**src/rtl/lbc_pkg.sv**
```systemverilog
// ----------------------------------------------------------------------------
// lbc_pkg
// Shared types and constants for the linear block code encoder / corrector.
// ----------------------------------------------------------------------------
package lbc_pkg;

    // fixed field widths of the stream payload
    localparam int WORD_W     = 7;
    localparam int DATA_OUT_W = 4;
    localparam int SYN_W      = 3;

    // widest vector any legal parameter set needs
    localparam int MAX_W = 8;

    // configuration register widths
    localparam int GEN_W      = 28;
    localparam int CHK_W      = 21;
    localparam int CFG_DATA_W = 28;
    localparam int CFG_IDX_W  = 1;

    // register indexes
    localparam logic [CFG_IDX_W-1:0] REG_GEN_MATRIX   = 1'b0;
    localparam logic [CFG_IDX_W-1:0] REG_CHECK_MATRIX = 1'b1;

    // reset values: hamming (7,4) check matrix H; GEN_RESET differs from its hamming generator in one tap
    localparam logic [GEN_W-1:0] GEN_RESET = 28'd153783431;
    localparam logic [CHK_W-1:0] CHK_RESET = 21'd1405816;

    // default code geometry
    localparam int DATA_BITS_DEF  = 4;
    localparam int CODE_BITS_DEF  = 7;
    localparam int CHECK_BITS_DEF = 3;

    // stream widths
    localparam int S_TDATA_W = 8;
    localparam int M_TDATA_W = 16;
    localparam int M_TUSER_W = 2;

    typedef enum logic {
        CMD_ENCODE  = 1'b0,
        CMD_CORRECT = 1'b1
    } cmd_t;

    // accepted input item
    typedef struct packed {
        cmd_t              cmd;
        logic [WORD_W-1:0] word;
    } in_item_t;

    // item after the xor trees
    typedef struct packed {
        cmd_t             cmd;
        logic [MAX_W-1:0] cw;
        logic [MAX_W-1:0] data;
        logic [MAX_W-1:0] syn;
    } mid_item_t;

    // finished result
    typedef struct packed {
        logic [WORD_W-1:0]     codeword;
        logic [DATA_OUT_W-1:0] data_out;
        logic [SYN_W-1:0]      syndrome;
        logic                  error_seen;
        logic                  uncorrectable;
    } res_item_t;

endpackage

```
**src/rtl/lbc_correct.sv**
```systemverilog
// ----------------------------------------------------------------------------
// lbc_correct
// Matches the syndrome against the columns of H, flips the first matching
// codeword bit and builds the result item.
// ----------------------------------------------------------------------------
module lbc_correct #(
    parameter int DATA_BITS  = lbc_pkg::DATA_BITS_DEF,
    parameter int CODE_BITS  = lbc_pkg::CODE_BITS_DEF,
    parameter int CHECK_BITS = lbc_pkg::CHECK_BITS_DEF
) (
    input  logic [lbc_pkg::CHK_W-1:0] check_matrix,
    input  lbc_pkg::mid_item_t        mid,
    output lbc_pkg::res_item_t        res
);

    localparam logic [lbc_pkg::MAX_W-1:0] DMASK =
        lbc_pkg::MAX_W'((1 << DATA_BITS) - 1);

    logic [CODE_BITS-1:0][CHECK_BITS-1:0] hcol;
    logic [CHECK_BITS-1:0]                syn;
    logic                                 err;
    logic [CODE_BITS-1:0]                 match;
    logic [CODE_BITS-1:0]                 first;
    logic [lbc_pkg::MAX_W-1:0]            fixed;
    logic [lbc_pkg::MAX_W-1:0]            dec_data;
    logic [lbc_pkg::MAX_W-1:0]            sel_data;

    // columns of H, bits past the register read as zero
    for (genvar c = 0; c < CODE_BITS; c++) begin : g_col
        for (genvar r = 0; r < CHECK_BITS; r++) begin : g_row
            localparam int POS = r * CODE_BITS + c;
            if (POS < lbc_pkg::CHK_W) begin : g_in
                assign hcol[c][r] = check_matrix[POS];
            end else begin : g_out
                assign hcol[c][r] = 1'b0;
            end
        end
        assign match[c] = err && (hcol[c] == syn);
    end

    assign syn = mid.syn[CHECK_BITS-1:0];
    assign err = |syn;

    // lowest matching column wins
    assign first = match & (~match + CODE_BITS'(1));

    assign fixed    = mid.cw ^ lbc_pkg::MAX_W'(first);
    assign dec_data = fixed & DMASK;
    assign sel_data = (mid.cmd == lbc_pkg::CMD_CORRECT) ? dec_data : mid.data;

    // result fields
    always_comb begin
        res.codeword      = fixed[lbc_pkg::WORD_W-1:0];
        res.data_out      = sel_data[lbc_pkg::DATA_OUT_W-1:0];
        res.syndrome      = mid.syn[lbc_pkg::SYN_W-1:0];
        res.error_seen    = err;
        res.uncorrectable = err && !(|match);
    end

endmodule

```
**src/rtl/linear_block_code_encode_correct.sv**
```systemverilog
// Stages: input, xor-tree and correction registers (s0_reg, s1_reg, s2_reg), in that
// order; a result is valid on m_tdata once its item has passed through all of them.
// Throughput: one item per cycle; a stalled output holds the pipeline, no bubbles.
// Reset: aresetn synchronous active low, empties the pipeline and loads the
// hamming (7,4) parity-check matrix H and the GEN_RESET generator matrix.
// ----------------------------------------------------------------------------
// linear_block_code_encode_correct
// Streaming single-error-correcting block code: encode by G, or compute the
// syndrome by H and repair one bit.
// ----------------------------------------------------------------------------
module linear_block_code_encode_correct #(
    parameter int DATA_BITS  = lbc_pkg::DATA_BITS_DEF,
    parameter int CODE_BITS  = lbc_pkg::CODE_BITS_DEF,
    parameter int CHECK_BITS = lbc_pkg::CHECK_BITS_DEF
) (
    input  logic                            aclk,
    input  logic                            aresetn,
    // configuration writes
    input  logic                            cfg_valid,
    output logic                            cfg_ready,
    input  logic [lbc_pkg::CFG_IDX_W-1:0]   cfg_index,
    input  logic [lbc_pkg::CFG_DATA_W-1:0]  cfg_data,
    // input stream
    input  logic                            s_tvalid,
    output logic                            s_tready,
    input  logic [lbc_pkg::S_TDATA_W-1:0]   s_tdata,  // word_in[6:0], zero pad[7]
    input  logic                            s_tuser,  // cmd
    // result stream
    output logic                            m_tvalid,
    input  logic                            m_tready,
    // codeword[6:0], data_out[10:7], syndrome[13:11], zero pad[15:14]
    output logic [lbc_pkg::M_TDATA_W-1:0]   m_tdata,
    output logic [lbc_pkg::M_TUSER_W-1:0]   m_tuser   // error_seen[0], uncorrectable[1]
);

    localparam logic [lbc_pkg::MAX_W-1:0] DMASK =
        lbc_pkg::MAX_W'((1 << DATA_BITS) - 1);

    logic [lbc_pkg::GEN_W-1:0] gen_reg;
    logic [lbc_pkg::CHK_W-1:0] chk_reg;

    logic                 v0_reg, v1_reg, v2_reg;
    logic                 rdy0, rdy1, rdy2;
    lbc_pkg::in_item_t    s0_reg;
    lbc_pkg::mid_item_t   s1_reg, s1_next;
    lbc_pkg::res_item_t   s2_reg, s2_next;

    logic [CODE_BITS-1:0][DATA_BITS-1:0]  gcol;
    logic [CHECK_BITS-1:0][CODE_BITS-1:0] hrow;
    logic [lbc_pkg::MAX_W-1:0]            word_ext;
    logic [lbc_pkg::MAX_W-1:0]            enc_data;
    logic [CODE_BITS-1:0]                 enc_cw;
    logic [CODE_BITS-1:0]                 rx_cw;
    logic [CHECK_BITS-1:0]                syn;

    // configuration registers, always ready
    assign cfg_ready = 1'b1;

    always_ff @(posedge aclk) begin
        if (!aresetn) begin
            gen_reg <= lbc_pkg::GEN_RESET;
            chk_reg <= lbc_pkg::CHK_RESET;
        end else if (cfg_valid && cfg_ready) begin
            unique case (cfg_index)
                lbc_pkg::REG_GEN_MATRIX:   gen_reg <= cfg_data[lbc_pkg::GEN_W-1:0];
                lbc_pkg::REG_CHECK_MATRIX: chk_reg <= cfg_data[lbc_pkg::CHK_W-1:0];
                default: ;
            endcase
        end
    end

    // per-stage ready, a stage advances when its successor can take it
    assign rdy2     = !v2_reg || m_tready;
    assign rdy1     = !v1_reg || rdy2;
    assign rdy0     = !v0_reg || rdy1;
    assign s_tready = rdy0;

    // valid bits
    always_ff @(posedge aclk) begin
        if (!aresetn) begin
            v0_reg <= 1'b0;
            v1_reg <= 1'b0;
            v2_reg <= 1'b0;
        end else begin
            if (rdy0) v0_reg <= s_tvalid;
            if (rdy1) v1_reg <= v0_reg;
            if (rdy2) v2_reg <= v1_reg;
        end
    end

    // payload registers
    always_ff @(posedge aclk) begin
        if (s_tvalid && rdy0) begin
            s0_reg.cmd  <= lbc_pkg::cmd_t'(s_tuser);
            s0_reg.word <= s_tdata[lbc_pkg::WORD_W-1:0];
        end
        if (v0_reg && rdy1) s1_reg <= s1_next;
        if (v1_reg && rdy2) s2_reg <= s2_next;
    end

    // matrix taps, bits past the register read as zero
    for (genvar i = 0; i < CODE_BITS; i++) begin : g_gcol
        for (genvar j = 0; j < DATA_BITS; j++) begin : g_grow
            localparam int POS = j * CODE_BITS + i;
            if (POS < lbc_pkg::GEN_W) begin : g_in
                assign gcol[i][j] = gen_reg[POS];
            end else begin : g_out
                assign gcol[i][j] = 1'b0;
            end
        end
        assign enc_cw[i] = ^(enc_data[DATA_BITS-1:0] & gcol[i]);
    end

    for (genvar r = 0; r < CHECK_BITS; r++) begin : g_hrow
        for (genvar c = 0; c < CODE_BITS; c++) begin : g_hcol
            localparam int POS = r * CODE_BITS + c;
            if (POS < lbc_pkg::CHK_W) begin : g_in
                assign hrow[r][c] = chk_reg[POS];
            end else begin : g_out
                assign hrow[r][c] = 1'b0;
            end
        end
        assign syn[r] = ^(rx_cw & hrow[r]);
    end

    // xor trees: codeword by G, syndrome by H
    assign word_ext = lbc_pkg::MAX_W'(s0_reg.word);
    assign enc_data = word_ext & DMASK;
    assign rx_cw    = word_ext[CODE_BITS-1:0];

    always_comb begin
        s1_next.cmd = s0_reg.cmd;
        if (s0_reg.cmd == lbc_pkg::CMD_CORRECT) begin
            s1_next.cw   = lbc_pkg::MAX_W'(rx_cw);
            s1_next.data = '0;
            s1_next.syn  = lbc_pkg::MAX_W'(syn);
        end else begin
            s1_next.cw   = lbc_pkg::MAX_W'(enc_cw);
            s1_next.data = enc_data;
            s1_next.syn  = '0;
        end
    end

    // column match and bit repair
    lbc_correct #(
        .DATA_BITS  (DATA_BITS),
        .CODE_BITS  (CODE_BITS),
        .CHECK_BITS (CHECK_BITS)
    ) u_correct (
        .check_matrix (chk_reg),
        .mid          (s1_reg),
        .res          (s2_next)
    );

    // result stream
    assign m_tvalid = v2_reg;
    assign m_tdata  = {2'b00, s2_reg.syndrome, s2_reg.data_out, s2_reg.codeword};
    assign m_tuser  = {s2_reg.uncorrectable, s2_reg.error_seen};

endmodule

```
**config.mk**
```make
export PLATFORM = sky130hd
export DESIGN_NAME = linear_block_code_encode_correct
export DESIGN_NICKNAME = d
export VERILOG_FILES = /design/src/rtl/lbc_pkg.sv /design/src/rtl/lbc_correct.sv /design/src/rtl/linear_block_code_encode_correct.sv
export SDC_FILE = /design/constraint.sdc
export NUM_CORES = 1
export LEC_CHECK = 0
export BUFFER_PORTS_ARGS = -buffer_cell sky130_fd_sc_hd__buf_2
export CAP_MARGIN = 25
export CORE_MARGIN = 1
export CORE_UTILIZATION = 35
export DETAILED_ROUTE_END_ITERATION = 12
export PLACE_DENSITY = 0.5
export SLEW_MARGIN = 10
export SYNTH_ARGS = -nofsm -noshare
export SYNTH_HDL_FRONTEND = slang
export SYNTH_SLANG_ARGS = --single-unit
```
**constraint.sdc**
```tcl
create_clock -name aclk -period 2.6 [get_ports aclk]
set_clock_uncertainty 0.05 [all_clocks]
set_input_delay 0.65 -clock aclk [delete_from_list [all_inputs] [get_ports aclk]]
set_output_delay 0.65 -clock aclk [all_outputs]
set_load 0.01 [all_outputs]
```
==> key figures, run 1 <==
Timing
  • Tmin final: 2.163 ns
  • Number of setup violations in the final report: 0
  • Final slew viol count: 0
  • Fin Setup TNS: 0 ns
  • Relative slew slack: 0.4186
  • Achievable frequency: 462.2 MHz
  • Final period util: 0.8321
  • Final hold vios: 0
  • RSZ-0062 raised after global routing: no
  • Worst-Margin Slew: 0.8720 ns

Placed design
  • Inst Count DP: 632
  • PortBufs: 59
  • Final Wtd Congestion: 0.7780
  • Placed Area: 4686 um2
  • Detailed Place HPWL: 6676 um

Synth
  • Avg Synthesized Cell Area: 9.603 um2
  • Top cells by count, synth: 150 x nand2_1, 52 x dfxtp_1, 39 x edfxtp_1, 34 x nand3_1, 33 x xnor2_1
  • Cells after Synth: 446
  • Yosys reg bits: 91
  • Cell taking the most area after synthesis: edfxtp_1
  • EDFF count, synth: 39
  • Synth cell types: 34
  • Top-count cell post-synth: nand2_1
  • Synth top area cells: edfxtp_1 27%, dfxtp_1 24%, nand2_1 13%, xnor2_1 6.7%, xor2_1 5.7%
  • Asr flop ratio synth: 0
  • Ys flop type: dfxtp_1
  • Post-synth top area share: 0.2734
  • Yosys warning total: 0
  • Synthesized area: about 4300 um2
  • Sequential cell area fraction in the yosys report: 0.5165

Cells and area
  • NumNets Final: 539
  • Design area: 4947 um2
  • Final non-filler cell total: 648
  • Area growth from synthesis to layout: 15.51%
  • Max FFs per register: 28
  • Antenna Cells: 0
  • Share of post-route cells with drive strength above 1: 0.1936

Min path
  • Min-delay worst type: flop to flop

Critical path
  • Startpoint types: flop
  • Critical path arrival: 2.20 ns
  • FF-to-FF setup slack: ~0.44 ns
  • CP Class: flop to flop
  • Endpoint class of the critical path: flop
  • Worst setup endpoint: m_tdata[10]
  • Critical path startpoint: s1_reg[2]
  • Crit Path Max Fanout: 9
  • Worst r2r dst: m_tdata[10]
  • R2R cell count: 5
  • Reg2reg start: s1_reg[2]
  • Worst EP required: 2.64 ns

Die
  • CORE AREA: 11960 um2
  • Rows: 40
  • Die ar.: 12680 um2
  • Initial Utilization: 0.3581
  • Die X: 112.6 um
  • Die Span Y: 112.6 um
  • Top Ports: 64

Drt
  • Pre-Repair DR Iteration Count: 4
  • DR DRC count: 0
  • Post-DR wirelength/cell: around 14 um
  • WL final: 9376 um
  • Post-route ant nets: 0
  • Via/cell ratio: 4.662
  • DRT iter0 DRCs: between 150 and 200
  • Routed vias: 3021

Power and ir drop
  • Sw frac: 0.2597
  • Comb pwr share: 0.143
  • Leak: 0.001953 uW
  • VDD IR max: approximately 0.00026 V
  • Flop pwr share: 0.510
  • Clock power frac: 0.347
  • Switching pwr: 865.1 uW
  • Pwr Density: ~670 nW/um2
  • Internal power: 2466 uW

Global route
  • Initial antenna violation count: 0
  • GRT Util Overall: 0.1600
  • Largest net degree at the start of global routing: 53
  • Vias in the first global route: 2904
  • GRT overflow: 0
  • First-pass GRT wire length: around 15000 um

Clock network
  • Cts hold-fix bufs: 0
  • Post-CTS Setup Inserts: 0
  • CTS tree: built
  • Worst skew pair latency: 0.34 ns
  • H-tree levels: 3
  • Sink Count: 91
  • Number of CTS-inserted buffers: 9
  • CTS-repair resized insts: 0
  • Clk slew on worst S/H paths: 0.06 ns
  • Clock root cell: clkbuf_16
  • Clock buffer depth: 2

Flow run
  • MaxCap Viol Count: 0

Status
  • Outcome: complete, no violations
[power by group through the flow]
stage          combinational, uW  sequential (uW)  clock [uW]
2_1_floorplan                396             1680           0
3_3_place_gp                 475             1730           0
3_5_place_dp                 484             1730           0
4_1_cts                      486             1700        1200
5_1_grt                      533             1710        1250
6_report                     478             1700        1160
[cells by family (layout without fill, tap and decap cells)]
logic type	Yosys count	after routing	synth area share
AOI/OAI and AO/OA	36	36	0.06281
other	2	3	0.001754
and+or+nand+nor	219	219	0.2387
muxes	7	7	0.01928
DFF	91	91	0.5165
xor gates and xnor gates	62	62	0.1285
buffers and inverters	29	83	0.03243
[stage by stage]
step	power [uW]	worst slack, ns	hold WS (ns)	util
2_1_floorplan	2072	0.2431	0.3744	-
3_3_place_gp	2203	0.4130	0.3997	0.3911
3_5_place_dp	2215	0.4102	0.4041	0.3917
4_1_cts	3382	0.4084	0.4209	0.4136
5_1_grt	3493	0.2959	0.4260	0.4136
6_report	3331	0.4366	0.4170	0.4136
[worst max-delay path, stage by stage, from the launching register on]
cell      delay, ns
edfxtp_1       0.59
xor2_2         0.24
nor4_4         0.48
nor4b_2        0.11
xor2_1         0.17
mux2_2         0.27
[worst min path at each step]
stage / start / cells after the start / slack (ns) / end
floorplan: s0_reg[7] / 0 / 0.37 / s1_reg[24]
global placement: gen_reg[11] / 2 / 0.40 / gen_reg[11]
detailed placement: gen_reg[11] / 2 / 0.40 / gen_reg[11]
CTS: gen_reg[9] / 2 / 0.42 / gen_reg[9]
global route: s_tuser / 1 / 0.43 / s0_reg[7]
finish: gen_reg[20] / 2 / 0.42 / gen_reg[20]
[cells in the final DEF, fill, tap and decap left out, drive strengths merged]
master / synthesis / layout
nand2: 150 / 150
buf: 6 / 66
dfxtp: 52 / 52
edfxtp: 39 / 39
nand3: 34 / 34
xnor2: 33 / 33
xor2: 29 / 29
a21boi: 27 / 27
clkbuf: 22 / 10
nor2b: 8 / 8
nor3: 7 / 7
mux2: 7 / 7
nor4: 7 / 7
clkinv: 0 / 6
a211o: 4 / 4
and2: 4 / 4
conb: 2 / 3
nand2b: 2 / 2
nor2: 2 / 2
or3: 1 / 1
nand3b: 1 / 1
nor4b: 1 / 1
nor3b: 1 / 1
inv: 1 / 1
a31oi: 1 / 1
o21ai: 1 / 1
a211oi: 1 / 1
and3: 1 / 1
a21oi: 1 / 1
o21a: 1 / 1
[metal layers]
layer	part of all wire	wire length (um)	vias up	GRT usage
met5	0	0	-	0
met3	0.032	301	12	0.02430
met1	0.49	4605	1375	0.2145
met2	0.46	4313	67	0.2547
met4	0.017	155	0	0.07378
li1	-	-	1567	-
[layout make-up]
type / instances / area (um2)
clock buffers: 10 / 229.0
clock inverters: 6 / 32.53
fillers: 1198 / 7014
inverters: 1 / 3.754
multi-input cells: 327 / 1938
flip-flops and latches: 91 / 2212
well taps: 147 / 183.9
repair buffers: 66 / 347.8
No activity file was read; power rests on OpenSTA's default activity.
==> inputs of run 2 (changes only) <==
==> constraint.sdc (replaced) <==
create_clock -name aclk -period 2.2 [get_ports aclk]
set_clock_uncertainty 0.05 [all_clocks]
set_input_delay 0.55 -clock aclk [delete_from_list [all_inputs] [get_ports aclk]]
set_output_delay 0.55 -clock aclk [all_outputs]
set_load 0.01 [all_outputs]
==> key figures, run 2 (synthesis results as in run 1) <==
Status
  • Outcome: complete, no violations

Placed design
  • Detailed Place HPWL: about 7000 um
  • Inst Count DP: ~640
  • Final Wtd Congestion: 0.7658
  • Placement Setup Slack: 0.1131 ns
  • PortBufs: 59

Critical path
  • Crit path max-delay family: simple AND/OR/NAND/NOR gates
  • R2R cell count: 5
  • Slowest stage delay, CP: 0.51 ns
  • Cell count along the critical path: 5
  • CP Cell Sequence: xor2_1 -> nor4_4 -> nor4b_2 -> xor2_1 -> mux2_2
  • CP Buf/Inv Count: 0
  • Crit Path Max Fanout: 5
  • CP Class: flop to flop
  • Endpoint class of the critical path: flop
  • Slowest CP cell: edfxtp_1
  • Startpoint types: flop
  • Most Frequent Cell on Critical Path: xor2_1
  • Critical path arrival: roughly 2.1 ns
  • Worst EP required: 2.25 ns

Clock network
  • Worst skew pair latency: 0.34 ns
  • Post-CTS Setup Inserts: 0
  • Clock root cell: clkbuf_16
  • Clk slew on worst S/H paths: 0.07 ns
  • CTS tree: built
  • H-tree levels: 3
  • Clock buffer depth: 2
  • Number of CTS-inserted buffers: 9
  • Sink Count: 91
  • CTS-repair resized insts: 0
  • Cts hold-fix bufs: 0

Cells and area
  • Area growth from synthesis to layout: 16.94%
  • Fillers: 1204
  • Max FFs per register: 28
  • Commonest non-fill, non-tap cell in the layout: nand2_1
  • Multi-input logic area: around 1900 um2
  • Final non-filler cell total: 655
  • Most frequent cells in the layout: 150 x nand2_1, 59 x buf_2, 52 x dfxtp_1
  • Sequential standard cell area: between 2000 and 2500 um2
  • Antenna Cells: 0
  • NumNets Final: 546
  • Share of post-route cells with drive strength above 1: 0.2067

Power and ir drop
  • Internal power: 2929 uW
  • Leak: 0.001979 uW
  • Pwr Density: 799.7 nW/um2
  • Comb pwr share: 0.146
  • Sw frac: 0.2689
  • Flop pwr share: 0.499
  • VDD IR max: 0.0002869 V
  • Clock power frac: 0.354
  • Power after layout: 4006 uW
  • Switching pwr: 1077 uW

Timing
  • RSZ-0062 raised after global routing: no
  • Post-route setup slack: between 0.1 and 0.15 ns
  • Hold_ws: roughly 0.33 ns
  • Worst-Margin Slew: 0.7760 ns
  • Tmin final: 2.068 ns
  • Number of setup violations in the final report: 0
  • Fin Setup TNS: 0 ns
  • Achievable frequency: 483.5 MHz
  • Final period util: 0.9402
  • Relative slew slack: 0.4827
  • Final hold vios: 0
  • Final slew viol count: 0

Die
  • Initial Utilization: 0.3581
  • Die Span Y: 112.6 um
  • Rows: 40
  • Die ar.: approximately 13000 um2
  • Top Ports: 64
  • Die X: 112.6 um
  • CORE AREA: between 10000 and 15000 um2

Global route
  • Vias in the first global route: between 3000 and 4000
  • GRT Util Overall: 0.1702
  • Largest net degree at the start of global routing: 53
  • GRT overflow: 0
  • First-pass GRT wire length: about 16000 um
  • Initial antenna violation count: 0

Drt
  • Post-route ant nets: 0
  • Pre-Repair DR Iteration Count: 4
  • Via/cell ratio: 4.718
  • DRT iter0 DRCs: between 90 and 100
  • Post-DR wirelength/cell: 15.02 um
  • DR DRC count: 0
  • WL final: 9836 um
  • Routed vias: 3090

Min path
  • WHS Path Cells: 1
  • Min-delay worst type: primary input to flop

Flow run
  • MaxCap Viol Count: 0
-- run 2: cell types whose count changed in the layout (fill, tap and decap cells not counted), sizes merged --
cell      delta
clkbuf       -1
buf          +7
clkinv       -2
clkinvlp     +3
-- run 2: per-stage QoR --
step	area, um2	utilization
after floorplan	4287	-
final	5009	0.4187
after global routing	5009	0.4187
after global placement	4738	0.3961
after CTS	5009	0.4187
after detailed placement	4738	0.3961
-- run 2: worst reg2reg max path: cells and delay by family (launching register included) --
kind / cells / cell delay [ns]
and+or+nand+nor: 2 / 0.63
xor gates and xnor gates: 2 / 0.36
muxes: 1 / 0.28
DFF: 1 / 0.51
-- run 2: path summary, 6_finish.rpt --
path	startpoint	end	slack (ns)
worst max-delay path	s1_reg[2]	m_tdata[10]	0.13
worst min-delay path	s_tdata[0]	rx_cw[0]	0.33
worst max register to register	s1_reg[2]	m_tdata[10]	0.13
worst min register to register	gen_reg[9]	gen_reg[9]	0.41
-- run 2: metal layers --
| metal | GRT usage | part of all wire | vias up |
|---|---|---|---|
| met5 | 0 | 0 | - |
| met4 | 0.07911 | 0.028 | 0 |
| met3 | 0.03402 | 0.041 | 14 |
| met2 | 0.2741 | 0.47 | 66 |
| met1 | 0.2199 | 0.46 | 1431 |
| li1 | - | - | 1579 |
-- run 2: area by class of cell --
type | count | area share
sequential | 91 | 0.4417
inverter | 1 | 0.0007494
clock inverter | 7 | 0.008993
tap | 147 | 0.03672
timing repair buffer | 73 | 0.07994
multi-input combinational | 327 | 0.3870
clock buffer | 9 | 0.04497
-- run 2: power groups by stage --
stage / sequential (uW) / clock (uW) / combinational (uW)
floorplan: 1980 / 0 / 468
global placement: 2030 / 0 / 583
detailed placement: 2040 / 0 / 594
CTS: 2000 / 1460 / 599
global route: 2020 / 1530 / 661
finish: 2000 / 1420 / 587
==> inputs of run 3 (changes only) <==
--- a/config.mk
+++ b/config.mk
@@ -7,10 +7,12 @@
 export LEC_CHECK = 0
 export BUFFER_PORTS_ARGS = -buffer_cell sky130_fd_sc_hd__buf_2
 export CAP_MARGIN = 25
+export CELL_PAD_IN_SITES_DETAIL_PLACEMENT = 0
+export CELL_PAD_IN_SITES_GLOBAL_PLACEMENT = 1
 export CORE_MARGIN = 1
 export CORE_UTILIZATION = 35
 export DETAILED_ROUTE_END_ITERATION = 12
-export PLACE_DENSITY = 0.5
+export PLACE_DENSITY = 0.65
 export SLEW_MARGIN = 10
 export SYNTH_ARGS = -nofsm -noshare
 export SYNTH_HDL_FRONTEND = slang
==> constraint.sdc (replaced) <==
create_clock -name aclk -period 1.77 [get_ports aclk]
set_clock_uncertainty 0.05 [all_clocks]
set_input_delay 0.4425 -clock aclk [delete_from_list [all_inputs] [get_ports aclk]]
set_output_delay 0.4425 -clock aclk [all_outputs]
set_load 0.01 [all_outputs]
==> key figures, run 3 (synthesis results as in run 1) <==
Status
  • Outcome: finished, violations left
  • Failing checks: negative setup slack

Die
  • CORE AREA: 11960 um2
  • Die ar.: 12680 um2
  • Die Span Y: 112.6 um
  • Rows: 40
  • Die X: 112.6 um
  • Top Ports: 64
  • Initial Utilization: 0.3581

Critical path
  • Most Frequent Cell on Critical Path: buf_6
  • CP Cell Sequence: buf_6 -> xor2_2 -> nor4_4 -> buf_6 -> nor4b_4 -> xor2_1 -> mux2_4
  • FF-to-FF setup slack: -0.28 ns
  • Crit Path Max Fanout: 5
  • CP Class: flop to flop
  • R2R cell count: 7
  • Worst EP required: 1.82 ns
  • Critical path arrival: 2.10 ns
  • Slowest CP cell: edfxtp_1
  • Slowest stage delay, CP: 0.51 ns
  • Startpoint types: flop
  • Endpoint class of the critical path: flop

Timing
  • Final period util: 1.159
  • RSZ-0062 raised after global routing: yes
  • Achievable frequency: 487.4 MHz
  • Final hold vios: 0
  • Number of setup violations in the final report: 11
  • Fin Setup TNS: -2.039 ns
  • Post-route setup slack: -0.2818 ns
  • Tmin final: 2.052 ns
  • Final slew viol count: 0

Placed design
  • Placement Setup Slack: -0.2635 ns
  • Inst Count DP: ~670
  • Detailed Place HPWL: approximately 7000 um
  • Placed Area: 4996 um2
  • PortBufs: 59
  • Final Wtd Congestion: 0.7598

Power and ir drop
  • Leak: 0.002210 uW
  • VDD IR max: 0.0005494 V
  • Pwr Density: 1025 nW/um2

Global route
  • Vias in the first global route: roughly 3000
  • GRT Util Overall: 0.1702
  • Initial antenna violation count: 0
  • GRT overflow: 0
  • First-pass GRT wire length: 16320 um
  • Largest net degree at the start of global routing: 53

Clock network
  • Clk slew on worst S/H paths: 0.07 ns
  • Cts hold-fix bufs: 0
  • Number of CTS-inserted buffers: 9
  • CTS tree: built
  • Clock buffer depth: 2
  • H-tree levels: 3
  • Sink Count: 91
  • Clock root cell: clkbuf_16
  • Worst skew pair latency: approximately 0.34 ns

Cells and area
  • Final non-filler cell total: 686
  • NumNets Final: 577
  • Area growth from synthesis to layout: 26.61%
  • Antenna Cells: 0
  • Most frequent cells in the layout: 150 x nand2_1, 59 x buf_2, 52 x dfxtp_1
  • Final core utilization: 0.4533
  • Design area: 5423 um2
  • Share of post-route cells with drive strength above 1: 0.2560
  • Commonest non-fill, non-tap cell in the layout: nand2_1
  • Max FFs per register: 28

Drt
  • Via/cell ratio: 4.690
  • DRT iter0 DRCs: 142
  • WL final: 10060 um
  • Post-route ant nets: 0
  • Post-DR wirelength/cell: 14.66 um
  • DR DRC count: 0
  • Routed vias: 3217
  • Pre-Repair DR Iteration Count: 4

Min path
  • WHS Path Cells: 1
  • Min-delay worst type: primary input to flop

Flow run
  • MaxCap Viol Count: 0
-- run 3: layout make-up --
cell class | count | area (um2)
repair buffers | 104 | 710.7
fillers | 1147 | 6539
clock buffers | 9 | 225.2
inverters | 1 | 3.754
flip-flops and latches | 91 | 2212
clock inverters | 7 | 115.1
well taps | 147 | 183.9
multi-input cells | 327 | 1972
-- run 3: worst max-delay path: cells and delay by family (launching register included) --
family | cells | cell delay, ns
muxes | 1 | 0.27
buffers and inverters | 2 | 0.34
xor gates and xnor gates | 2 | 0.31
DFF | 1 | 0.51
and+or+nand+nor | 2 | 0.31
-- run 3: through the flow --
step	total power, uW	hold WS [ns]
after floorplan	3042	0.3744
after CTS	5566	0.2164
final	5558	0.2215
after global placement	3337	0.3997
after detailed placement	3358	0.4055
after global routing	5796	0.2164
-- run 3: power breakdown --
group | switching (uW) | total (uW) | internal (uW)
Combinational | 456 | 910 | 454
Clock | 831 | 2210 | 1380
Sequential | 96.2 | 2440 | 2340
Total | 1380 | 5560 | 4180
-- run 3: what timing repair did --
action	4_1_cts	5_1_grt
resized for setup	3	6
setup buffers	1	4
endpoints found under the setup margin	9	12
hold endpoints to repair	0	0
pin swaps	2	5
-- run 3: path summary, 6_finish.rpt --
| check | from | end |
|---|---|---|
| worst max-delay path | s1_reg[2] | m_tdata[10] |
| worst min-delay path | s_tdata[0] | rx_cw[0] |
| worst max register to register | s1_reg[2] | m_tdata[10] |
| worst min register to register | gen_reg[6] | gen_reg[6] |
-- run 3: metal layers --
layer | GRT usage | up-vias | share of wire
met2 | 0.2815 | 51 | 0.47
met3 | 0.02754 | 11 | 0.029
met4 | 0.06400 | 0 | 0.016
met1 | 0.2241 | 1512 | 0.48
li1 | - | 1643 | -
met5 | 0 | - | 0
